## src/rtl/pal_pkg.sv

```systemverilog
package pal_pkg;

    localparam int DEF_CAPACITY = 128;

    localparam int POS_W   = 8;
    localparam int ID_W    = 32;
    localparam int SCORE_W = 32;
    localparam int ENT_W   = ID_W + SCORE_W;
    localparam int FUNC_W  = 3;
    localparam int STAT_W  = 2;

    localparam int S_DATA_W = 72;
    localparam int M_DATA_W = 88;

    typedef enum logic [FUNC_W-1:0] {
        FN_INSERT = 3'd0,
        FN_DELETE = 3'd1,
        FN_LOCATE = 3'd2,
        FN_READ   = 3'd3,
        FN_CLEAR  = 3'd4
    } func_t;

    localparam logic [STAT_W-1:0] STAT_OK      = 2'd0;
    localparam logic [STAT_W-1:0] STAT_FULL    = 2'd1;
    localparam logic [STAT_W-1:0] STAT_BAD_POS = 2'd2;

    // entry layout: id in the low half, score bits in the high half
    typedef struct packed {
        logic             ins;
        logic             del;
        logic             loc;
        logic [ENT_W-1:0] key;
    } cell_cmd_t;

    typedef struct packed {
        logic             hit;
        logic [ENT_W-1:0] data;
    } lane_t;

endpackage

```

## src/rtl/pal_cell.sv

```systemverilog
module pal_cell #(
    parameter int CAPACITY = pal_pkg::DEF_CAPACITY,
    parameter int INDEX    = 0,
    parameter int LEN_W    = $clog2(CAPACITY + 1),
    parameter int IDX_W    = $clog2(CAPACITY)
) (
    input  logic                     aclk,
    input  pal_pkg::cell_cmd_t       cmd,
    input  logic [pal_pkg::POS_W-1:0] pos,
    input  logic [LEN_W-1:0]         len,
    input  logic [pal_pkg::ENT_W-1:0] left_ent,
    input  logic [pal_pkg::ENT_W-1:0] right_ent,
    output logic [pal_pkg::ENT_W-1:0] ent_o,
    input  pal_pkg::lane_t           carry_in,
    input  logic [IDX_W-1:0]         carry_idx_in,
    output pal_pkg::lane_t           carry_o,
    output logic [IDX_W-1:0]         carry_idx_o
);

    localparam int CMP_W = ((LEN_W > pal_pkg::POS_W) ? LEN_W : pal_pkg::POS_W) + 1;
    localparam logic [CMP_W-1:0] MY_POS = CMP_W'(INDEX + 1);
    localparam logic [IDX_W-1:0] MY_IDX = IDX_W'(INDEX);

    logic [pal_pkg::ENT_W-1:0] entry_reg, entry_next;
    pal_pkg::lane_t            carry_reg, carry_next;
    logic [IDX_W-1:0]          carry_idx_reg, carry_idx_next;
    logic [CMP_W-1:0]          pos_w, len_w;
    logic                      match;

    assign pos_w = CMP_W'(pos);
    assign len_w = CMP_W'(len);

    always_comb begin
        entry_next = entry_reg;
        if (cmd.ins) begin
            if (MY_POS == pos_w) begin
                entry_next = cmd.key;
            end else if (MY_POS > pos_w) begin
                entry_next = left_ent;
            end
        end else if (cmd.del) begin
            if (MY_POS >= pos_w) begin
                entry_next = right_ent;
            end
        end
    end

    // a hit here overrides whatever came down from higher cells
    assign match = cmd.loc ? ((entry_reg == cmd.key) && (MY_POS <= len_w))
                           : (MY_POS == pos_w);

    always_comb begin
        if (match) begin
            carry_next.hit  = 1'b1;
            carry_next.data = entry_reg;
            carry_idx_next  = MY_IDX;
        end else begin
            carry_next      = carry_in;
            carry_idx_next  = carry_idx_in;
        end
    end

    always_ff @(posedge aclk) begin
        entry_reg     <= entry_next;
        carry_reg     <= carry_next;
        carry_idx_reg <= carry_idx_next;
    end

    assign ent_o       = entry_reg;
    assign carry_o     = carry_reg;
    assign carry_idx_o = carry_idx_reg;

endmodule

```

## config.mk

```make
export PLATFORM = sky130hd
export DESIGN_NAME = pal_cell
export DESIGN_NICKNAME = d
export VERILOG_FILES = /design/src/rtl/pal_pkg.sv /design/src/rtl/pal_cell.sv
export SDC_FILE = /design/constraint.sdc
export NUM_CORES = 1
export LEC_CHECK = 0
export BUFFER_PORTS_ARGS = -buffer_cell sky130_fd_sc_hd__buf_2
export CAP_MARGIN = 10
export CORE_AREA = 4 4 163 165
export CTS_BUF_LIST = sky130_fd_sc_hd__clkbuf_4 sky130_fd_sc_hd__clkbuf_8 sky130_fd_sc_hd__clkbuf_16
export CTS_CLUSTER_DIAMETER = 40
export DETAILED_ROUTE_END_ITERATION = 8
export DIE_AREA = 0 0 167 169
export GPL_ROUTABILITY_DRIVEN = 0
export SLEW_MARGIN = 10
export SYNTH_ARGS = -nofsm -noshare
export SYNTH_HDL_FRONTEND = slang
export SYNTH_SLANG_ARGS = --single-unit
```

## constraint.sdc

```tcl
create_clock -name aclk -period 5.22 [get_ports aclk]
set_clock_uncertainty 0.2 [all_clocks]
set_input_delay 0.261 -clock aclk [delete_from_list [all_inputs] [get_ports aclk]]
set_output_delay 0.261 -clock aclk [all_outputs]
set_load 0.01 [all_outputs]
```

==> results.md, run 1 <==
- Wirelength per Cell: 18.7 um
- Crit path from: pos[4]
- Num rows: 58
- Pin count of the biggest net entering global routing: 69
- Min cycle time layout: 3.41 ns
- Critical Path RT: 5.19 ns
- Finished Cell Area: approximately 0.011 mm2
- Synthesized flop and latch total: between 100 and 150
- Main combinational cell family by area after synthesis: multiplexers
- FF-to-FF Start: ent_o[62]
- Max incr delay on CP: 0.59 ns
- Worst EP arrival: 3.38 ns
- CTS tree: done
- Area grow syn2layout: 67.6%
- Hold depth: 3
- DR vias/cell: roughly 4.4
- Synth async-reset ratio: 0
- Critical Path End Type: register
- Root buffer cell: clkbuf_16
- Initial Util: 0.261
- Clk sinks: 136
- Post-DP Area: 0.00894 mm2
- Number of global-route vias before repair: 6647
- Post-Layout Cell Count: 1442
- CTS Hold Bufs: 137
- Clock latency on the worst-skew pair: 0.42 ns
- Critical-path top delay cell: dlygate4sd3_1
- DRC: 0
- PostCTS Resize Cnt: 0
- Total GRT Usage: 0.183
- Syn avg cell area: 12.0 um2
- Final slew viol count: 0
- Cell variety after synth: 32
- Min-delay src: right_ent[62]
- Setup repair bufs after CTS: 0
- Critical path type: primary input to register
- Total Die Area: 0.0282 mm2
- Fillers: 2383
- Routed Wire Length: 26900 um
- Hold Crit Class: primary input to register
- Final TNS setup: 0 ns
- Post-Synth Simple-Gate Area: 0.0814
- Port Buffers: 419
- Post-synth EDFFs: 64
- Slew headroom: 0.340
- Crit-path cells: buf_2 -> or4_1 -> nor4_1 -> nand2_4 -> buf_4 -> a21oi_1 -> a21oi_1 -> dlygate4sd3_1
- Worst vdd ir: 0.181 mV
- Xor/xnor cell area share of the yosys netlist: 0.0671
- Yosys warning count: 0
- Final period util: 0.653
- DPL Wire Length: 20700 um
- Die width: 167 um
- Htree depth: 4
- Post-synthesis net count: 829
- Share of layout cells above drive strength 1: 0.472
- Finished Core Util: 0.437
- Nets: 1381
- # placed instances: 1270
- Initial antenna violation count: 1
- Slew @ Worst Pin: approximately 0.99 ns
- Lkg Pwr: 5.50 nW
- Io pins: 420
- Worst-case hold path end point: ent_o[62]
- Mapped Cells: 545
- Number of setup violations in the final report: 0
- Max cap viols: 0
- Type of origin of the critical path: primary input
- Mux share of post-synthesis cell area: 0.236
- Synth Flop Type: dfxtp_1
- Die H: approximately 170 um
- Crit Path Max Fanout: 36
- First-pass GRT wire length: roughly 40000 um
- FF-to-FF End: carry_o[9]
- Post-DRT Antenna Nets: 0
- Setup ws final: 1.81 ns
- Clock Path Buffers: 2
- M3 GR Usage: 0.0462
- Total grt overflow: 0
- GR Util met1: 0.223
- DRT Pass-1 Iters: 5
- FMAX: 294 MHz
- R2r setup slk: 1.96 ns
- Iter 0 DRT Violations: ~370
- Worst R2R Path Depth: 7
- Vias: 6307
- Clk slew on worst S/H paths: 0.07 ns
- Most used cell, CP: a21oi_1
- RSZ-0062 raised after global routing: false
- PD cells: 260 mW/mm2
- Status: finished clean
- Synth Area in Compound Gates: 0.0690
- Number of buffers created by CTS: 17
- Busiest layer in global routing: met2
- Synth Area in Adders: 0
- Post-Place Setup Slack: 1.73 ns
- Mapped Area: 0.00653 mm2
- Register area share after synthesis: 0.515
- Final Hold Fails: 0
- Core box area: ~0.025 mm2
- Met2 Usage GRT: 0.319
-- logic make-up (layout without fill, tap and decap cells) --
logic type                count (synthesis)  in the layout
DFF                                     136            136
buffers and inverters                    41            606
and+or+nand+nor                         113            113
xor gates and xnor gates                 50             50
muxes                                   123            123
other                                     0              2
AOI/OAI and AO/OA                        82             82
-- worst max-delay path: cells and delay by family --
| family | cells | cell delay (ns) |
|---|---|---|
| AOI/OAI and AO/OA | 2 | 0.31 |
| buffers and inverters | 3 | 1.20 |
| and+or+nand+nor | 3 | 1.57 |
-- state kept, by name, indices dropped and copies added, names as in the netlist --
signal	count
carry_idx_o	7
carry_o	65
ent_o	64
-- through the flow --
stage,power [W],hold slack (ns)
2_1_floorplan,0.00132,0.162
4_1_cts,0.00288,0.000601
3_3_place_gp,0.00150,0.249
5_1_grt,0.00296,0.0128
6_report,0.00284,0.00683
3_5_place_dp,0.00151,0.253
-- cells in the mapped netlist (all sizes together), types with 2 or more instances --
cell,n,area [um2]
dfxtp,72,1440
nor2,70,263
a21oi,69,345
edfxtp,64,1920
mux2,64,953
mux2i,59,591
xnor2,29,254
xor2,21,184
clkbuf,15,56.3
buf,13,96.3
inv,13,48.8
nor4,10,68.8
nand4,8,50.1
and2,7,43.8
nor2b,6,37.5
o22ai,5,31.3
or4,4,30.0
nand2,3,11.3
a2111oi,2,17.5
a22o,2,17.5
nand2b,2,12.5
nand3,2,10.0
-- routing by layer --
metal	wire length (um)	vias up	part of all wire
met5	0	-	0
met2	13400	296	0.50
li1	-	3058	-
met1	11100	2924	0.41
met3	1770	29	0.066
met4	588	0	0.022
-- worst max path at each step --
| stage | to | cells past startpoint |
|---|---|---|
| after floorplan | ent_o[0] | 3 |
| after global placement | carry_o[15] | 8 |
| after detailed placement | carry_o[9] | 8 |
| after CTS | ent_o[52] | 8 |
| after global routing | ent_o[52] | 8 |
| final | ent_o[52] | 8 |
-- cell usage in the layout, fill, tap and decap left out, types with 3 or more instances in the layout --
cell,count
clkbuf_16,17
clkinv_4,5
dlygate4sd3_1,138
xnor2_1,29
mux2_4,62
xor2_1,21
buf_2,418
nor4_1,9
nor2b_1,6
nand4_1,8
buf_4,5
or4_1,4
nor2_1,70
mux2i_1,59
o22ai_1,5
edfxtp_1,64
a21oi_1,69
inv_6,3
and2_1,7
inv_1,12
dfxtp_1,72
-- final cells by class --
cell class                      instances  area, um2  area share
Timing Repair Buffer                  561       3510       0.321
Sequential cell                       136       3360       0.307
Multi-Input combinational cell        368       2990       0.273
Clock buffer                           19        453      0.0414
Tap cell                              330        413      0.0377
Clock inverter                         13        160      0.0146
Inverter                               13       48.8     0.00446
Antenna cell                            2       5.00    0.000457
-- power by group --
group	switching (W)	leakage (nW)	internal (W)
clock network	0.000530	0.299	0.000745
registers	0.0000113	1.20	0.00115
logic	0.000161	4.00	0.000241
total	0.000703	5.50	0.00214
Note: power is estimated with default switching activity, not from simulation.
==> inputs of run 2 (changes only) <==
Settings changed: ABC_AREA from default to 1, CORE_AREA 4 4 163 165 to 4 4 161 163, DIE_AREA 0 0 167 169 to 0 0 165 167.
Clock period 5.22 ns to 3.19 ns, I/O delays scaled along.
==> run 2 against run 1 <==
  * Setup slack worse by 1.3 ns
  * Worst hold slack better by 0.23 ns
  * Synthesized area grew 9.8%
  * First-iteration DRC count rose by 72%
  * Design area rose by 11%
  * Register-to-register slack worse by 1.4 ns
  * Core utilization up 6.1 points
  * Sequential power grew 64%
  * Via count increased by 37%
  * Clock power grew 52%
  * Flip-flop and latch count unchanged
==> results.md, run 2 <==
- Synth area leaders: edfxtp_1, dfxtp_1, nand2_1
- PD cells: 383 mW/mm2
- Clk slew on worst S/H paths: 0.07 ns
- Synth Flop Type: dfxtp_1
- Final TNS setup: 0 ns
- Area grow syn2layout: 68.9%
- Mapped Cells: 949
- Register area share after synthesis: 0.469
- Hold Crit Class: primary input to register
- # placed instances: 1658
- Type of origin of the critical path: register
- Clock Path Buffers: 2
- DPL Wire Length: ~24000 um
- Cell variety after synth: 26
- DRC: 0
- Synth async-reset ratio: 0
- Crit path from: ent_o[8]
- Number of global-route vias before repair: 8731
- Synthesized flop and latch total: 136
- FF-to-FF Start: ent_o[8]
- Total Die Area: 0.0276 mm2
- Mapped Area: 0.00717 mm2
- Clk sinks: 136
- Net Sw Power: 0.00120 W
- Crit Path Max Fanout: 24
- Lkg Pwr: 5.99 nW
- Vias: between 8000 and 9000
- Clock Power Share: 0.422
- Htree depth: 4
- Final Hold Fails: 0
- Worst R2R Path Depth: 12
- Die H: 167 um
- Number of buffers created by CTS: 17
- Port Buffers: 419
- FMAX: 378 MHz
- Critical Path RT: around 3.4 ns
- Tot Pwr: 0.00463 W
- CTS tree: done
- Commonest non-fill, non-tap cell in the layout: buf_2
- Setup repair bufs after CTS: 0
- Wirelength per Cell: between 15 and 20 um
- Internal power: 0.00343 W
- Final slew viol count: 0
- Critical path type: register to register
- Routed Wire Length: 33700 um
- Syn avg cell area: 7.55 um2
- Max reg flops: between 60 and 70
- Ant. Diodes: 0
- Largest area contributor in the netlist: edfxtp_1
- Finished Core Util: 0.498
- Critical Path End Type: register
- Root buffer cell: clkbuf_16
- Most frequent cells in the layout: buf_2, nand2_1, dlygate4sd3_1
- Top cells by count, synth: nand2_1, a21oi_1, nor2_1
- Die width: 165 um
- Post-synthesis net count: 1233
- Setup ws final: 0.547 ns
- Final period util: 0.829
- Sequential power share: 0.411
- DRT Pass-1 Iters: 5
- Synth top area share: 0.268
- Switching share of total power: 0.260
- Number of setup violations in the final report: 0
- Initial Util: 0.295
- Yosys warning count: 0
- Max cap viols: 0
- RSZ-0062 raised after global routing: false
- Total grt overflow: 0
- Worst EP arrival: ~2.8 ns
- Initial antenna violation count: 1
- First-pass GRT wire length: ~50000 um
- Io pins: 420
- Worst vdd ir: 0.295 mV
- Share of layout cells above drive strength 1: 0.335
- Slew @ Worst Pin: 0.837 ns
- Nets: 1837
- Total GRT Usage: 0.236
- Critical path endpoint: carry_o[22]
- Iter 0 DRT Violations: 629
- Status: finished clean
- Pin count of the biggest net entering global routing: 66
- Core box area: 0.0243 mm2
- Post-synth EDFFs: 64
- DR vias/cell: 4.56
- Post-Layout Cell Count: 1890
- Num rows: 57
- Slew headroom: 0.442
- Fillers: 2373
- Combinational Power Share: 0.168
- Post-DRT Antenna Nets: 0
- Clock latency on the worst-skew pair: 0.43 ns
- FF-to-FF End: carry_o[22]
- Min cycle time layout: 2.64 ns
- R2r setup slk: 0.55 ns
- Count leader, synth: nand2_1
- Post-Place Setup Slack: 0.557 ns
run 2: cell types whose count changed after synthesis, moves of 8 or more:
cell / delta
xnor2_1: -18
xor2_1: -20
nand3_2: +50
inv_1: +74
mux2i_1: -59
a21oi_1: +59
nand2_1: +317
nor4_1: -9
mux2_4: -62
nand3_1: +16
buf_2: +8
o21ai_0: +9
o21ai_1: +8
nor2_1: +51
run 2: per-layer routing:
metal / up-vias / share of wire / GRT usage
li1: 4232 / - / -
met1: 3859 / 0.40 / 0.281
met2: 448 / 0.50 / 0.411
met3: 77 / 0.076 / 0.0519
met4: 2 / 0.032 / 0.0886
met5: - / 0.00027 / 0
run 2: per-stage QoR:
stage	hold slack [ns]	cell area [um2]
finish	0.237	12100
floorplan	0.0654	7170
CTS	0.237	12100
detailed placement	0.156	9540
global route	0.249	12100
global placement	0.173	9540
run 2: what timing repair did:
action,CTS,global route
hold endpoints to repair,136,0
hold buffers,200,0
gates resized for setup,0,0
run 2: worst min-delay path by stage:
| stage | slack (ns) | to | cells past startpoint | from |
|---|---|---|---|---|
| 5_1_grt | 0.25 | ent_o[21] | 4 | pos[1] |
| 3_5_place_dp | 0.16 | carry_o[64] | 2 | carry_in[64] |
| 2_1_floorplan | 0.07 | carry_o[64] | 1 | carry_in[64] |
| 4_1_cts | 0.24 | carry_o[34] | 4 | cmd[64] |
| 6_report | 0.24 | ent_o[21] | 4 | pos[1] |
| 3_3_place_gp | 0.17 | carry_o[64] | 2 | carry_in[64] |
run 2: kinds of logic (layout without fill, tap and decap cells):
kind of cell | count (synthesis) | after routing | share of synthesized area
compound gates | 146 | 146 | 0.103
xor+xnor | 12 | 12 | 0.0147
buf+inv | 135 | 752 | 0.0887
flops | 136 | 136 | 0.469
simple gates | 520 | 520 | 0.325
run 2: cell type report:
| type | instances | area [um2] | area share |
|---|---|---|---|
| Timing Repair Buffer | 632 | 4250 | 0.351 |
| Sequential cell | 136 | 3360 | 0.278 |
| Multi-Input combinational cell | 678 | 3200 | 0.264 |
| Clock buffer | 19 | 440 | 0.0364 |
| Tap cell | 324 | 405 | 0.0335 |
| Inverter | 88 | 330 | 0.0273 |
| Clock inverter | 13 | 123 | 0.0101 |
run 2: power groups by stage:
| stage | registers, W | logic [W] | clock network (W) |
|---|---|---|---|
| floorplan | 0.00197 | 0.000191 | 0 |
| global placement | 0.00194 | 0.000541 | 0 |
| detailed placement | 0.00194 | 0.000548 | 0 |
| CTS | 0.00190 | 0.000769 | 0.00199 |
| global route | 0.00191 | 0.000849 | 0.00207 |
| finish | 0.00190 | 0.000776 | 0.00195 |
run 2: worst max-delay path, stage by stage, from the launching register on:
cell and delay [ns]:
edfxtp_1 0.44, nor2_1 0.12, nor2_1 0.06, nor2_1 0.37, nand2_1 0.10, nor2_1 0.11
nand2_1 0.07, nor2_1 0.25, nand3_4 0.13, nand2_4 0.31, buf_12 0.23, nand2_1 0.11
nand2_1 0.08
==> inputs of run 3 (changes only) <==
Clock period 3.19 ns to 2.3 ns, I/O delays scaled along.
==> run 3 against run 2 <==
  * Power is 41% higher
  * Sequential power increased by 39%
  * Non-clock buffer count is 44 higher
  * Combinational power rose by 40%
  * Setup slack got worse by 0.43 ns
  * Via count up 1.6%
  * Routed wire length grew 1.6%
==> results.md, run 3 (same netlist as run 2, synthesis figures left out) <==
- Status: finished clean
- Final TNS setup: 0 ns
- DR vias/cell: 4.52
- DPL Wire Length: 24800 um
- Share of layout cells above drive strength 1: 0.360
- Max reg flops: 65
- Post-DRT Antenna Nets: 0
- Die H: between 150 and 200 um
- # placed instances: 1685
- Max cap viols: 0
- Slew @ Worst Pin: 0.436 ns
- Worst EP arrival: 2.14 ns
- Root buffer cell: clkbuf_16
- Io pins: 420
- Number of global-route vias before repair: 9001
- Total grt overflow: 0
- Nets: 1881
- DRC: 0
- Slew headroom: 0.707
- Worst vdd ir: around 0.37 mV
- Die width: between 150 and 200 um
- Clk slew on worst S/H paths: 0.07 ns
- Most frequent cells in the layout: buf_2, nand2_1, dlygate4sd3_1
- CTS tree: done
- Clk sinks: around 140
- Total Die Area: approximately 0.028 mm2
- Clock latency on the worst-skew pair: 0.42 ns
- Finished Cell Area: between 0.01 and 0.015 mm2
- Min cycle time layout: between 2 and 2.5 ns
- DRT Pass-1 Iters: 7
- First-pass GRT wire length: 49900 um
- Commonest non-fill, non-tap cell in the layout: buf_2
- Hold slack: 0.139 ns
- Initial antenna violation count: 4
- Final Hold Fails: 0
- Lkg Pwr: 6.27 nW
- Final period util: 0.949
- Initial Util: 0.295
- Pin count of the biggest net entering global routing: 65
- Critical Path End Type: register
- Wirelength per Cell: 17.7 um
- Final slew viol count: 0
- Routed Wire Length: 34200 um
- FMAX: between 400 and 500 MHz
- Htree depth: 4
- Num rows: 57
- Port Buffers: roughly 420
- PD cells: just over 500 mW/mm2
- Number of buffers created by CTS: 17
- Tot Pwr: 0.00652 W
- Hold Crit Class: primary input to register
- Post-DP Area: about 0.0098 mm2
- Fillers: ~2300
- Total GRT Usage: 0.237
- Type of origin of the critical path: primary input
- Crit Path Max Fanout: 27
- Post-Layout Cell Count: a little under 2000
- Iter 0 DRT Violations: 563
- Clock Path Buffers: 2
- Core box area: 0.0243 mm2
- Critical path type: primary input to register
- Vias: 8759
- Critical Path RT: ~2.3 ns
- Area grow syn2layout: 76.0%
- Number of setup violations in the final report: 0
[run 3: cell count changes in the layout (fill, tap and decap cells not counted), moves of 2 or more]
cell and delta:
xnor2_2 +2, diode_2 +3, clkbuf_16 +3, nor2_2 +5
buf_12 +5, xnor2_1 -2, buf_4 +37, nor2_1 -6
clkinv_4 -3
[run 3: report_power, final]
| part | total [W] | switching [W] | internal, W |
|---|---|---|---|
| logic | 0.00109 | 0.000464 | 0.000629 |
| registers | 0.00264 | 0.0000236 | 0.00261 |
| clock network | 0.00279 | 0.00116 | 0.00162 |
| total | 0.00652 | 0.00165 | 0.00487 |
[run 3: worst paths after layout]
check,startpoint,to,slack [ns],cells past startpoint
worst max-delay path,pos[4],ent_o[0],0.12,7
worst min-delay path,cmd[64],carry_o[35],0.14,4
worst max register to register,ent_o[25],carry_o[52],0.14,13
worst min register to register,ent_o[20],carry_o[20],0.30,2
[run 3: repair_timing]
item | in CTS | in global routing
resized for setup | 2 | 10
hold buffers | 200 | 0
cloned | 0 | 2
setup endpoints to repair | 64 | 72
buffers inserted | 0 | 15
endpoints found under the hold margin | 136 | 0
pin swaps | 0 | 3
[run 3: routing by layer]
layer	track usage	wire length (um)	up-vias
met5	0	7	-
met4	0.0882	1020	2
met3	0.0415	2390	63
met2	0.415	16900	453
met1	0.288	13900	3919
li1	-	-	4322
[run 3: worst max-delay path, stage by stage]
cell	delay, ns
buf_2	0.10
nor4_2	0.45
nand3_4	0.20
buf_4	0.31
a21oi_1	0.28
a21oi_1	0.10
dlygate4sd3_1	0.57
[run 3: area by class of cell]
type	count	area, um2	area share
Timing Repair Buffer	676	4670	0.371
Sequential cell	136	3360	0.267
Multi-Input combinational cell	678	3250	0.257
Clock buffer	21	479	0.0380
Tap cell	324	405	0.0321
Inverter	88	330	0.0262
Clock inverter	11	109	0.00863
Antenna cell	3	7.51	0.000595
[run 3: stage by stage]
step / utilization / setup slack (ns)
floorplan: - / 0.286
finish: 0.519 / 0.118
detailed placement: 0.403 / -0.0280
global route: 0.519 / -0.00866
global placement: 0.403 / -0.0122
CTS: 0.510 / 0.0139
