<file path="src/rtl/pal_pkg.sv">
package pal_pkg;

    localparam int DEF_CAPACITY = 128;

    localparam int POS_W   = 8;
    localparam int ID_W    = 32;
    localparam int SCORE_W = 32;
    localparam int ENT_W   = ID_W + SCORE_W;
    localparam int FUNC_W  = 3;
    localparam int STAT_W  = 2;

    localparam int S_DATA_W = 72;
    localparam int M_DATA_W = 88;

    typedef enum logic [FUNC_W-1:0] {
        FN_INSERT = 3'd0,
        FN_DELETE = 3'd1,
        FN_LOCATE = 3'd2,
        FN_READ   = 3'd3,
        FN_CLEAR  = 3'd4
    } func_t;

    localparam logic [STAT_W-1:0] STAT_OK      = 2'd0;
    localparam logic [STAT_W-1:0] STAT_FULL    = 2'd1;
    localparam logic [STAT_W-1:0] STAT_BAD_POS = 2'd2;

    // entry layout: id in the low half, score bits in the high half
    typedef struct packed {
        logic             ins;
        logic             del;
        logic             loc;
        logic [ENT_W-1:0] key;
    } cell_cmd_t;

    typedef struct packed {
        logic             hit;
        logic [ENT_W-1:0] data;
    } lane_t;

endpackage

</file>
<file path="src/rtl/pal_ctrl.sv">
module pal_ctrl #(
    parameter int CAPACITY = pal_pkg::DEF_CAPACITY,
    parameter int LEN_W    = $clog2(CAPACITY + 1),
    parameter int IDX_W    = $clog2(CAPACITY)
) (
    input  logic                         aclk,
    input  logic                         aresetn,
    input  logic                         s_tvalid,
    output logic                         s_tready,
    input  logic [pal_pkg::S_DATA_W-1:0] s_tdata,
    input  logic [pal_pkg::FUNC_W-1:0]   s_tuser,
    output logic                         m_tvalid,
    input  logic                         m_tready,
    output logic [pal_pkg::M_DATA_W-1:0] m_tdata,
    output pal_pkg::cell_cmd_t           cmd,
    output logic [pal_pkg::POS_W-1:0]    pos_o,
    output logic [LEN_W-1:0]             len_o,
    input  pal_pkg::lane_t               lane,
    input  logic [IDX_W-1:0]             lane_idx
);

    localparam int CMP_W = ((LEN_W > pal_pkg::POS_W) ? LEN_W : pal_pkg::POS_W) + 1;
    localparam logic [LEN_W-1:0] CAP_LEN  = LEN_W'(CAPACITY);
    localparam logic [LEN_W-1:0] LAST_CNT = LEN_W'(CAPACITY - 1);

    typedef enum logic [2:0] {
        ST_IDLE = 3'b001,
        ST_SCAN = 3'b010,
        ST_DONE = 3'b100
    } state_t;

    state_t                     state_reg, state_next;
    logic [LEN_W-1:0]           len_reg, len_next;
    logic [LEN_W-1:0]           cnt_reg, cnt_next;
    logic                       loc_reg, loc_next;
    logic [pal_pkg::POS_W-1:0]  pos_reg, pos_next;
    logic [pal_pkg::ENT_W-1:0]  key_reg, key_next;

    logic                       m_valid_reg, m_valid_next;
    logic [pal_pkg::STAT_W-1:0] stat_reg, stat_next;
    logic [pal_pkg::POS_W-1:0]  found_reg, found_next;
    logic [pal_pkg::ENT_W-1:0]  rdata_reg, rdata_next;
    logic [pal_pkg::POS_W-1:0]  olen_reg, olen_next;
    logic                       load;

    logic                       accept, out_free;
    logic [pal_pkg::POS_W-1:0]  in_pos;
    logic [pal_pkg::ENT_W-1:0]  in_key;
    logic [CMP_W-1:0]           pos_w, len_w, len_p1_w, idx_p1_w;
    logic                       ins_now, del_now;

    assign in_pos = s_tdata[7:0];
    assign in_key = s_tdata[71:8];

    assign out_free = !m_valid_reg || m_tready;
    assign s_tready = (state_reg == ST_IDLE) && out_free;
    assign accept   = s_tvalid && s_tready;

    assign pos_w    = CMP_W'(in_pos);
    assign len_w    = CMP_W'(len_reg);
    assign len_p1_w = len_w + CMP_W'(1);
    assign idx_p1_w = CMP_W'(lane_idx) + CMP_W'(1);

    always_comb begin
        state_next = state_reg;
        len_next   = len_reg;
        cnt_next   = cnt_reg;
        loc_next   = loc_reg;
        pos_next   = pos_reg;
        key_next   = key_reg;
        ins_now    = 1'b0;
        del_now    = 1'b0;
        load       = 1'b0;
        stat_next  = pal_pkg::STAT_OK;
        found_next = '0;
        rdata_next = '0;
        olen_next  = '0;

        unique case (state_reg)
            ST_IDLE: begin
                if (accept) begin
                    pos_next = in_pos;
                    key_next = in_key;
                    cnt_next = '0;
                    unique case (pal_pkg::func_t'(s_tuser))
                        pal_pkg::FN_INSERT: begin
                            load = 1'b1;
                            if (len_reg == CAP_LEN) begin
                                stat_next = pal_pkg::STAT_FULL;
                            end else if (pos_w == '0 || pos_w > len_p1_w) begin
                                stat_next = pal_pkg::STAT_BAD_POS;
                            end else begin
                                ins_now  = 1'b1;
                                len_next = len_reg + LEN_W'(1);
                            end
                        end
                        pal_pkg::FN_DELETE: begin
                            load = 1'b1;
                            if (pos_w == '0 || pos_w > len_w) begin
                                stat_next = pal_pkg::STAT_BAD_POS;
                            end else begin
                                del_now  = 1'b1;
                                len_next = len_reg - LEN_W'(1);
                            end
                        end
                        pal_pkg::FN_LOCATE: begin
                            loc_next   = 1'b1;
                            state_next = ST_SCAN;
                        end
                        pal_pkg::FN_READ: begin
                            if (pos_w == '0 || pos_w > len_w) begin
                                load      = 1'b1;
                                stat_next = pal_pkg::STAT_BAD_POS;
                            end else begin
                                loc_next   = 1'b0;
                                state_next = ST_SCAN;
                            end
                        end
                        pal_pkg::FN_CLEAR: begin
                            load     = 1'b1;
                            len_next = '0;
                        end
                        default: begin
                            load = 1'b1;
                        end
                    endcase
                    olen_next = (pal_pkg::POS_W)'(len_next);
                end
            end
            ST_SCAN: begin
                // wait for the wave to reach the bottom cell
                if (cnt_reg == LAST_CNT) begin
                    state_next = ST_DONE;
                end else begin
                    cnt_next = cnt_reg + LEN_W'(1);
                end
            end
            ST_DONE: begin
                load      = 1'b1;
                olen_next = (pal_pkg::POS_W)'(len_reg);
                if (loc_reg) begin
                    found_next = lane.hit ? idx_p1_w[pal_pkg::POS_W-1:0]
                                          : len_p1_w[pal_pkg::POS_W-1:0];
                end else begin
                    rdata_next = lane.data;
                end
                state_next = ST_IDLE;
            end
            default: begin
                state_next = ST_IDLE;
            end
        endcase
    end

    assign m_valid_next = load ? 1'b1 : (m_tready ? 1'b0 : m_valid_reg);

    always_ff @(posedge aclk) begin
        if (!aresetn) begin
            state_reg   <= ST_IDLE;
            len_reg     <= '0;
            cnt_reg     <= '0;
            loc_reg     <= 1'b0;
            m_valid_reg <= 1'b0;
        end else begin
            state_reg   <= state_next;
            len_reg     <= len_next;
            cnt_reg     <= cnt_next;
            loc_reg     <= loc_next;
            m_valid_reg <= m_valid_next;
        end
    end

    always_ff @(posedge aclk) begin
        pos_reg <= pos_next;
        key_reg <= key_next;
        if (load) begin
            stat_reg  <= stat_next;
            found_reg <= found_next;
            rdata_reg <= rdata_next;
            olen_reg  <= olen_next;
        end
    end

    // cells see the live input on the accept cycle, the held copy during a scan
    assign cmd.ins = ins_now;
    assign cmd.del = del_now;
    assign cmd.loc = loc_reg;
    assign cmd.key = (state_reg == ST_IDLE) ? in_key : key_reg;
    assign pos_o   = (state_reg == ST_IDLE) ? in_pos : pos_reg;
    assign len_o   = len_reg;

    assign m_tvalid = m_valid_reg;
    assign m_tdata  = {6'd0, olen_reg, rdata_reg, found_reg, stat_reg};

endmodule

</file>
<file path="config.mk">
export PLATFORM = sky130hd
export DESIGN_NAME = pal_ctrl
export DESIGN_NICKNAME = d
export VERILOG_FILES = /design/src/rtl/pal_pkg.sv /design/src/rtl/pal_ctrl.sv
export SDC_FILE = /design/constraint.sdc
export NUM_CORES = 1
export LEC_CHECK = 0
export ABC_AREA = 0
export BUFFER_PORTS_ARGS = -buffer_cell sky130_fd_sc_hd__buf_2
export CORE_MARGIN = 2
export CORE_UTILIZATION = 25
export CTS_CLUSTER_DIAMETER = 30
export DETAILED_ROUTE_END_ITERATION = 10
export GPL_ROUTABILITY_DRIVEN = 1
export GPL_TIMING_DRIVEN = 0
export PLACE_DENSITY = 0.55
export SYNTH_ARGS = -nofsm -noshare
export SYNTH_HDL_FRONTEND = slang
export SYNTH_SLANG_ARGS = --single-unit
</file>
<file path="constraint.sdc">
create_clock -name aclk -period 8.4 [get_ports aclk]
set_input_delay 0.84 -clock aclk [delete_from_list [all_inputs] [get_ports aclk]]
set_output_delay 0.84 -clock aclk [all_outputs]
set_load 0.02 [all_outputs]
</file>
==> flow_metrics.tcl, run 1 <==
set metrics [dict create \
    status "finished, final reports clean" \
    clock-sinks 175 \
    clockRootBuffer "clkbuf_16" \
    diodes 0 \
    p_leak_nw 4.889 \
    ff_latch_area_um2 5045 \
    viasPerCell 4.475 \
    switchingPower_w 0.0005628 \
    power_w 0.002118 \
    layout-drive-gt1-share 0.4481 \
    relSlewSlack 0.4777 \
    crit_slowest_cell "nor3_1" \
    endpoint_kind "output pin" \
    timing.final.crit_share 0.5936 \
    ys_types 68 \
    worst_slack_ps 3414 \
    drt-initial-drc-count 516 \
    ant_nets 0 \
    start_kind "flip-flop" \
    worstReg2RegEnd "rdata_reg[45]$_SDFFCE_PP0P_" \
    wire_per_inst_um 17.19 \
    core_um2 32700 \
    cp.required_ps 7560 \
    fin_crit_ps 4986 \
    finClkSkew_ps 11.02 \
    yosysSeqAreaShare 0.6033 \
    pwr-share-clk 0.378 \
    route.vias.total 6462 \
    ys_warn_count 0 \
    max-vdd-ir-drop_uv 96.11 \
    grt_antenna_before_repair 0 \
    hold_buffers 0 \
    synth_edf_count 154 \
    dp_cells 1412 \
    r2r_start "len_o[0]$_SDFFE_PN0P_" \
    cts_made_buffers 17 \
    initial_core_util 0.2557 \
    drc_errors 0 \
    final_nets 1159 \
    fmax_mhz 200.6 \
    crit_chain "clkbuf_1 -> inv_1 -> nor3_1 -> nand3_1 -> xnor2_1 -> ha_1 -> o2111a_1 -> a311o_1 -> a31oi_4 -> buf_4 -> nand3_1 -> inv_1 -> buf_4 -> buf_2" \
    netlist_area_um2 8362 \
    rsz0062_at_grt "false" \
    cts_setup_buffers 0 \
    setup.worst_path.start "len_o[0]$_SDFFE_PN0P_" \
    ff2ff_path_depth 14 \
    clk_latency_ps 430 \
    h-tree-depth 4 \
    clk_pin_slew_ps 70 \
    rows 66 \
    hpwl_um 19090 \
    cp_num_buf_inv 6 \
    cts_tree "built" \
    io-pin-count 324 \
    gp_congestion 0.8873 \
    swShare 0.2657 \
    async_flop_share 0 \
    ctsLongestPathBuffers 2 \
    preCtsSetupSlack_ps 3876 \
    wl_um 24830 \
    setup_viol 0 \
    maxSlewViolCount 0 \
    hold_viol 0 \
    grt_first_pass_wirelength_um 37920 \
    rrSetupSlack_ps 4270 \
    crit_arrival_ps 4150 \
    dieWidth_um 186.9 \
    cts_resized 0 \
    port-buffer-count 316 \
    seq_power_share 0.476 \
    die-area_um2 34930 \
    combPwrFrac 0.146 \
    critPathTopFamily "buffers and inverters" \
    utilization 0.3433 \
    track_usage 0.1411 \
    cp_max_fo 10 \
    multi_input_area_um2 3049 \
    ys_ff_latch 175 \
    syn_inst 645 \
    die_h_um 186.9 \
    max_cap_violations 0 \
    syn2layout_area_growth_pct 34.25 \
    p_int_w 0.001555 \
    fill_cells 3342 \
    synthFlopType "edfxtp_1" \
    layout.cells.non_filler 1444 \
    tns_ps 0 \
    crit_cells 14 \
    firstDrtPassIters 6 \
    worstHoldPathType "reg2reg" \
    grt_overflow 0 \
    grt_max_degree 67 \
    tightest_slew_ps 783.5 \
    grt_pass1_vias 6453 \
    synth_area_per_cell_um2 12.96 \
    p_per_area_nw_per_um2 188.7 \
    crit_end "cmd[66]" \
    max_stage_delay_ps 430 \
    critPathKind "reg2out" \
]
cell usage after synthesis, drive strengths merged, types with 6 or more instances:
cell type	instances	share of area
a21oi	22	0.013
nand4	6	0.0045
a211oi	8	0.0072
inv	17	0.0076
xnor2	7	0.0073
clkbuf	32	0.014
and3	68	0.051
buf	14	0.014
ha	19	0.028
mux2	73	0.098
a31oi	8	0.0078
or3	6	0.0045
nand2	26	0.012
nor3	11	0.0072
xor2	9	0.0094
nor2	38	0.018
nand3	14	0.0099
edfxtp	154	0.55
o21ai	16	0.0096
and2	8	0.0060
dfxtp	21	0.050
power by group through the flow:
stage	Combinational (W)	Clock [W]	Sequential (W)
2_1_floorplan	0.000150	0	0.00106
3_3_place_gp	0.000297	0	0.00104
3_5_place_dp	0.000310	0	0.00103
4_1_cts	0.000312	0.000828	0.00101
5_1_grt	0.000333	0.000859	0.00101
6_report	0.000308	0.000802	0.00101
worst min-delay path by stage:
stage,end,cells after the start,start
final,cnt_reg[1]$_SDFFE_PN0P_,2,cnt_reg[1]$_SDFFE_PN0P_
after global routing,cnt_reg[1]$_SDFFE_PN0P_,2,cnt_reg[1]$_SDFFE_PN0P_
after CTS,cnt_reg[7]$_SDFFE_PN0P_,2,cnt_reg[7]$_SDFFE_PN0P_
after detailed placement,cnt_reg[7]$_SDFFE_PN0P_,2,cnt_reg[7]$_SDFFE_PN0P_
after global placement,cnt_reg[7]$_SDFFE_PN0P_,2,cnt_reg[7]$_SDFFE_PN0P_
after floorplan,cnt_reg[7]$_SDFFE_PN0P_,2,cnt_reg[7]$_SDFFE_PN0P_
logic make-up after synthesis:
kind of cell	synth area share
AO/OA/AOI/OAI	0.08141
XOR/XNOR	0.01945
adder cells (fa/ha/maj)	0.02843
buffers and inverters	0.03561
flip-flops	0.6033
multiplexers	0.1007
other	0.0004485
AND/OR/NAND/NOR	0.1306
worst register-to-register path: cells and delay by family (launching register included):
family | cells | cell delay (ps)
flip-flops | 1 | 380
AO/OA/AOI/OAI | 2 | 840
AND/OR/NAND/NOR | 5 | 720
buffers and inverters | 6 | 1520
adder cells (fa/ha/maj) | 1 | 380
area by class of cell:
| class | count | share of cell area |
|---|---|---|
| inverters | 17 | 0.005684 |
| flip-flops and latches | 175 | 0.4494 |
| repair buffers | 320 | 0.1500 |
| well taps | 442 | 0.04926 |
| plain buffers | 46 | 0.02118 |
| clock buffers | 21 | 0.04525 |
| multi-input cells | 412 | 0.2716 |
| clock inverters | 11 | 0.007579 |
metal layers:
layer	global-route usage	wire length, µm	share of wire	vias up
li1	-	-	-	3132
met1	0.1753	10800	0.43	3081
met2	0.2391	12160	0.49	218
met3	0.03340	1337	0.054	31
met4	0.05098	533	0.021	0
met5	0	0	0	-
metrics by stage:
stage	hold WS [ps]	instance area [µm²]
6_report	495.6	11230
5_1_grt	528.8	11230
4_1_cts	495.7	11230
3_5_place_dp	481.3	10630
3_3_place_gp	468.8	10520
2_1_floorplan	458.8	8381
cells in the final DEF (no fill, tap or decap), drive strengths merged, types with 3 or more instances in the layout:
| cell | instances |
|---|---|
| nand2 | 26 |
| nand3 | 14 |
| inv | 27 |
| a211oi | 8 |
| a21oi | 22 |
| ha | 19 |
| nor3 | 11 |
| mux2 | 73 |
| o31ai | 5 |
| nand4 | 6 |
| conb | 6 |
| clkbuf | 53 |
| or4 | 3 |
| buf | 334 |
| a31oi | 8 |
| edfxtp | 154 |
| and3 | 68 |
| or3 | 6 |
| o211ai | 4 |
| a21o | 5 |
| nor2b | 4 |
| nand4b | 3 |
| nor2 | 38 |
| dfxtp | 21 |
| o21a | 5 |
| xnor2 | 7 |
| o21ai | 16 |
| and2 | 8 |
| xor2 | 9 |
No activity file was read; power rests on OpenSTA's default activity.
==> run 2: changes to the inputs <==
Clock period 8.4 ns to 4.6 ns, I/O delays scaled along.
==> flow_metrics.tcl, run 2 (same netlist as run 1, synthesis figures left out) <==
set metrics [dict create \
    status "finished, final reports clean" \
    tightest_slew_ps 902.8 \
    wire_per_inst_um 17.58 \
    gp_congestion 0.8547 \
    ff_latch_area_um2 5046 \
    clk_latency_ps 430 \
    grt_first_pass_wirelength_um 38250 \
    fmax_mhz 231.3 \
    start_kind "flip-flop" \
    fin_crit_ps 4324 \
    drt-initial-drc-count 416 \
    route.vias.total 6545 \
    port-buffer-count 316 \
    endpoint_kind "output pin" \
    clock-sinks 175 \
    worstHoldPathType "in2reg" \
    critPathKind "reg2out" \
    cp.required_ps 4140 \
    die_h_um 186.9 \
    setup_viol 0 \
    multi_input_area_um2 3072 \
    hold_depth 1 \
    grt_max_degree 61 \
    cts_made_buffers 17 \
    utilization 0.3452 \
    hp-start "s_tdata[34]" \
    h-tree-depth 4 \
    ant_nets 0 \
    max-vdd-ir-drop_uv 166.4 \
    fill_cells 3343 \
    rsz0062_at_grt "false" \
    grt_antenna_before_repair 1 \
    max_cap_violations 0 \
    diodes 0 \
    drc_errors 0 \
    initial_core_util 0.2557 \
    cp_max_fo 10 \
    clk_pin_slew_ps 70 \
    cts_tree "built" \
    track_usage 0.1420 \
    r2r_start "len_o[0]$_SDFFE_PN0P_" \
    p_per_area_nw_per_um2 352.0 \
    hold_viol 0 \
    crit_arrival_ps 3860 \
    finClkSkew_ps 9.701 \
    tns_ps 0 \
    setup.worst_path.start "len_o[0]$_SDFFE_PN0P_" \
    clockRootBuffer "clkbuf_16" \
    dieWidth_um 186.9 \
    maxSlewViolCount 0 \
    core_um2 32700 \
    layout.cells.non_filler 1444 \
    die-area_um2 34930 \
    syn2layout_area_growth_pct 34.98 \
    hold_buffers 0 \
    hpwl_um 19570 \
    rows 66 \
    layout-drive-gt1-share 0.4541 \
    grt_pass1_vias 6542 \
    ctsLongestPathBuffers 2 \
    ff2ff_path_depth 13 \
    final_cell_mix "buf_2 (317), edfxtp_1 (154), mux2_2 (73)" \
    dp_cells 1412 \
    wl_um 25390 \
    p_leak_nw 4.914 \
    grt_overflow 0 \
    relSlewSlack 0.3981 \
    viasPerCell 4.533 \
    final_nets 1159 \
    mostFrequentLayoutCell "buf_2" \
    io-pin-count 324 \
    firstDrtPassIters 5 \
    timing.final.crit_share 0.9399 \
]
run 2: cell count changes in the layout (fill, tap and decap cells not counted), moves of 3 or more:
| cell | before | now |
|---|---|---|
| inv_4 | 3 | 0 |
| clkinv_2 | 1 | 4 |
| inv_6 | 7 | 2 |
| bufinv_16 | 0 | 4 |
| clkbuf_16 | 20 | 17 |
run 2: cell type report:
| cell class | instances | share of cell area |
|---|---|---|
| buffer | 46 | 0.02117 |
| clock buffer | 19 | 0.04013 |
| clock inverter | 13 | 0.01630 |
| inverter | 17 | 0.005653 |
| multi-input combinational | 412 | 0.2721 |
| sequential | 175 | 0.4471 |
| tap | 442 | 0.04900 |
| timing repair buffer | 320 | 0.1485 |
run 2: worst max-delay path, cell delays in order, from the launching register on:
cell and delay [ps]:
dfxtp_1 390, clkbuf_2 250, inv_1 190, nor3_2 300
nand3_1 180, xnor2_2 280, ha_1 320, o2111a_1 160
a311o_1 380, a31oi_4 270, buf_4 220, nand3_1 150
inv_1 90, buf_4 100, buf_2 150
run 2: metal layers:
metal | track usage | part of all wire | vias to the layer above
met4 | 0.06013 | 0.030 | 0
li1 | - | - | 3124
met5 | 0 | 0 | -
met1 | 0.1751 | 0.43 | 3167
met2 | 0.2376 | 0.49 | 218
met3 | 0.03415 | 0.054 | 36
run 2: path summary, 6_finish.rpt:
kind                                  end  slack, ps
hold / removal      key_reg[26]$_DFFE_PP_        220
hold reg to reg   cnt_reg[7]$_SDFFE_PN0P_        490
setup / recovery                  cmd[66]        280
setup reg to reg    olen_reg[3]$_DFFE_PP_        800
run 2: metrics by stage:
stage               hold slack [ps]  instance area [µm²]  worst slack [ps]  power, W
floorplan                     458.8                 8392             252.4  0.002200
global placement              468.7                10530             -1873  0.002433
detailed placement            484.9                10630             319.5  0.002445
CTS                           192.5                11280             198.6  0.004018
global route                  188.8                11290             26.51  0.004128
finish                        215.2                11290             276.3  0.003973
run 2: repair_timing:
item,CTS,global route
setup endpoints to repair,1,1
resized for setup,3,3
pin swaps,0,0
gates cloned,0,0
buffers inserted,0,0
run 2: where the power goes:
| part | switching, W | internal [W] | total [W] | leakage [nW] |
|---|---|---|---|---|
| clock network | 0.000622 | 0.000942 | 0.00156 | 0.311 |
| logic | 0.000356 | 0.000212 | 0.000568 | 2.88 |
| registers | 0.0000215 | 0.00182 | 0.00184 | 1.72 |
==> run 3: changes to the inputs <==
Settings changed: CORE_MARGIN 2 to 3.
==> flow_metrics.tcl, run 3 (same netlist as run 1, synthesis figures left out) <==
set metrics [dict create \
    status "finished, final reports clean" \
    cp_max_fo 10 \
    met1_usage 0.1621 \
    initial_core_util 0.2551 \
    final_nets 1159 \
    syn2layout_area_growth_pct 34.16 \
    gp_congestion 0.8484 \
    tns_ps 0 \
    max_cap_violations 0 \
    die-area_um2 35680 \
    clk_pin_slew_ps 70 \
    cts_tree "built" \
    swShare 0.2606 \
    hold_buffers 0 \
    p_leak_nw 4.893 \
    grt_use_met2 0.2452 \
    io-pin-count 324 \
    track_usage 0.1392 \
    grt_overflow 0 \
    grt_pass1_vias 6537 \
    timing.final.crit_share 0.9324 \
    final_cell_mix "buf_2 (317), edfxtp_1 (154), mux2_2 (73)" \
    combPwrFrac 0.148 \
    hpwl_um 19860 \
    die_h_um 188.9 \
    ctsLongestPathBuffers 2 \
    rows 66 \
    fmax_mhz 233.1 \
    cp.required_ps 4140 \
    grt_max_degree 63 \
    pwr-share-clk 0.372 \
    clockRootBuffer "clkbuf_16" \
    crit_chain "clkbuf_2 -> inv_1 -> nor3_2 -> nand3_1 -> xnor2_1 -> ha_1 -> o2111a_1 -> a311o_1 -> a31oi_4 -> buf_4 -> nand3_1 -> inv_1 -> buf_4 -> buf_2" \
    ant_nets 0 \
    grt_first_pass_wirelength_um 38120 \
    relSlewSlack 0.4011 \
    diodes 0 \
    cts_made_buffers 17 \
    core_um2 32780 \
    drc_errors 0 \
    setup_viol 0 \
    busiest_layer "met2" \
    fill_cells 3296 \
    endpoint_kind "output pin" \
    mostFrequentLayoutCell "buf_2" \
    final_cell_area_um2 11220 \
    route.vias.total 6577 \
    port-buffer-count 316 \
    maxSlewViolCount 0 \
    p_per_area_nw_per_um2 341.4 \
    p_int_w 0.002832 \
    clk_latency_ps 430 \
    max_stage_delay_ps 380 \
    power_w 0.003830 \
    clock-sinks 175 \
    crit_slowest_cell "dfxtp_1" \
    finClkSkew_ps 9.713 \
    worstHoldPathType "in2reg" \
    wire_per_inst_um 17.82 \
    tightest_slew_ps 898.4 \
    crit_arrival_ps 3830 \
    cp_num_buf_inv 6 \
    use_met3 0.03833 \
    seq_power_share 0.481 \
    dieWidth_um 188.9 \
    max-vdd-ir-drop_uv 198.0 \
    wl_um 25730 \
    grt_antenna_before_repair 1 \
    fin_crit_ps 4289 \
    place_area_um2 10630 \
    h-tree-depth 4 \
    drt-initial-drc-count 491 \
    rsz0062_at_grt "false" \
    critPathTopFamily "buffers and inverters" \
    layout-drive-gt1-share 0.4511 \
    hold_viol 0 \
    firstDrtPassIters 5 \
    critPathKind "reg2out" \
    viasPerCell 4.555 \
    start_kind "flip-flop" \
    switchingPower_w 0.0009981 \
]
==> run 3: cell count changes in the layout (fill, tap and decap cells not counted), sizes merged <==
cell and change:
bufinv -4, clkbuf +7, clkinvlp -2, clkinv -3, inv +2
==> run 3: per-layer routing <==
| metal | share of wire | up-vias | wire (µm) |
|---|---|---|---|
| met5 | 0.00043 | - | 11 |
| met4 | 0.023 | 2 | 592 |
| met3 | 0.069 | 35 | 1774 |
| met2 | 0.50 | 245 | 12940 |
| met1 | 0.40 | 3169 | 10410 |
| li1 | - | 3126 | - |
==> run 3: final cells by class <==
class	instances	area (µm²)	share of cell area
inverter	17	63.81	0.005688
timing repair buffer	320	1684	0.1501
multi-input combinational	412	3064	0.2731
clock inverter	6	42.54	0.003792
buffer	46	239.0	0.02130
sequential	175	5045	0.4497
clock buffer	26	526.8	0.04695
tap	442	553.0	0.04930
==> run 3: per-stage QoR <==
step,util,cells,hold WS [ps],worst slack [ps]
final,0.3422,1444,212.0,310.8
after detailed placement,0.3243,1412,482.9,439.2
after global placement,0.3211,1408,469.1,-1752
after global routing,0.3422,1444,189.0,8.702
after CTS,0.3418,1444,184.2,59.82
after floorplan,-,650,458.8,252.4
==> run 3: final timing paths <==
| kind | from | end | slack, ps | cells after the start |
|---|---|---|---|---|
| hold / removal | s_tdata[43] | key_reg[35]$_DFFE_PP_ | 210 | 1 |
| hold reg to reg | cnt_reg[7]$_SDFFE_PN0P_ | cnt_reg[7]$_SDFFE_PN0P_ | 490 | 2 |
| setup reg to reg | len_o[0]$_SDFFE_PN0P_ | olen_reg[7]$_DFFE_PP_ | 890 | 14 |
| setup / recovery | len_o[0]$_SDFFE_PN0P_ | cmd[66] | 310 | 14 |
==> run 3: power groups by stage <==
stage	clock, W	combinational [W]	sequential, W
floorplan	0	0.000275	0.00192
global placement	0	0.000546	0.00189
detailed placement	0	0.000567	0.00188
CTS	0.00147	0.000571	0.00184
global route	0.00152	0.000609	0.00185
finish	0.00142	0.000566	0.00184
==> run 3: timing repair <==
item | 4_1_cts | 5_1_grt
buffers inserted | 0 | 0
endpoints found under the setup margin | 1 | 1
resized for setup | 1 | 4
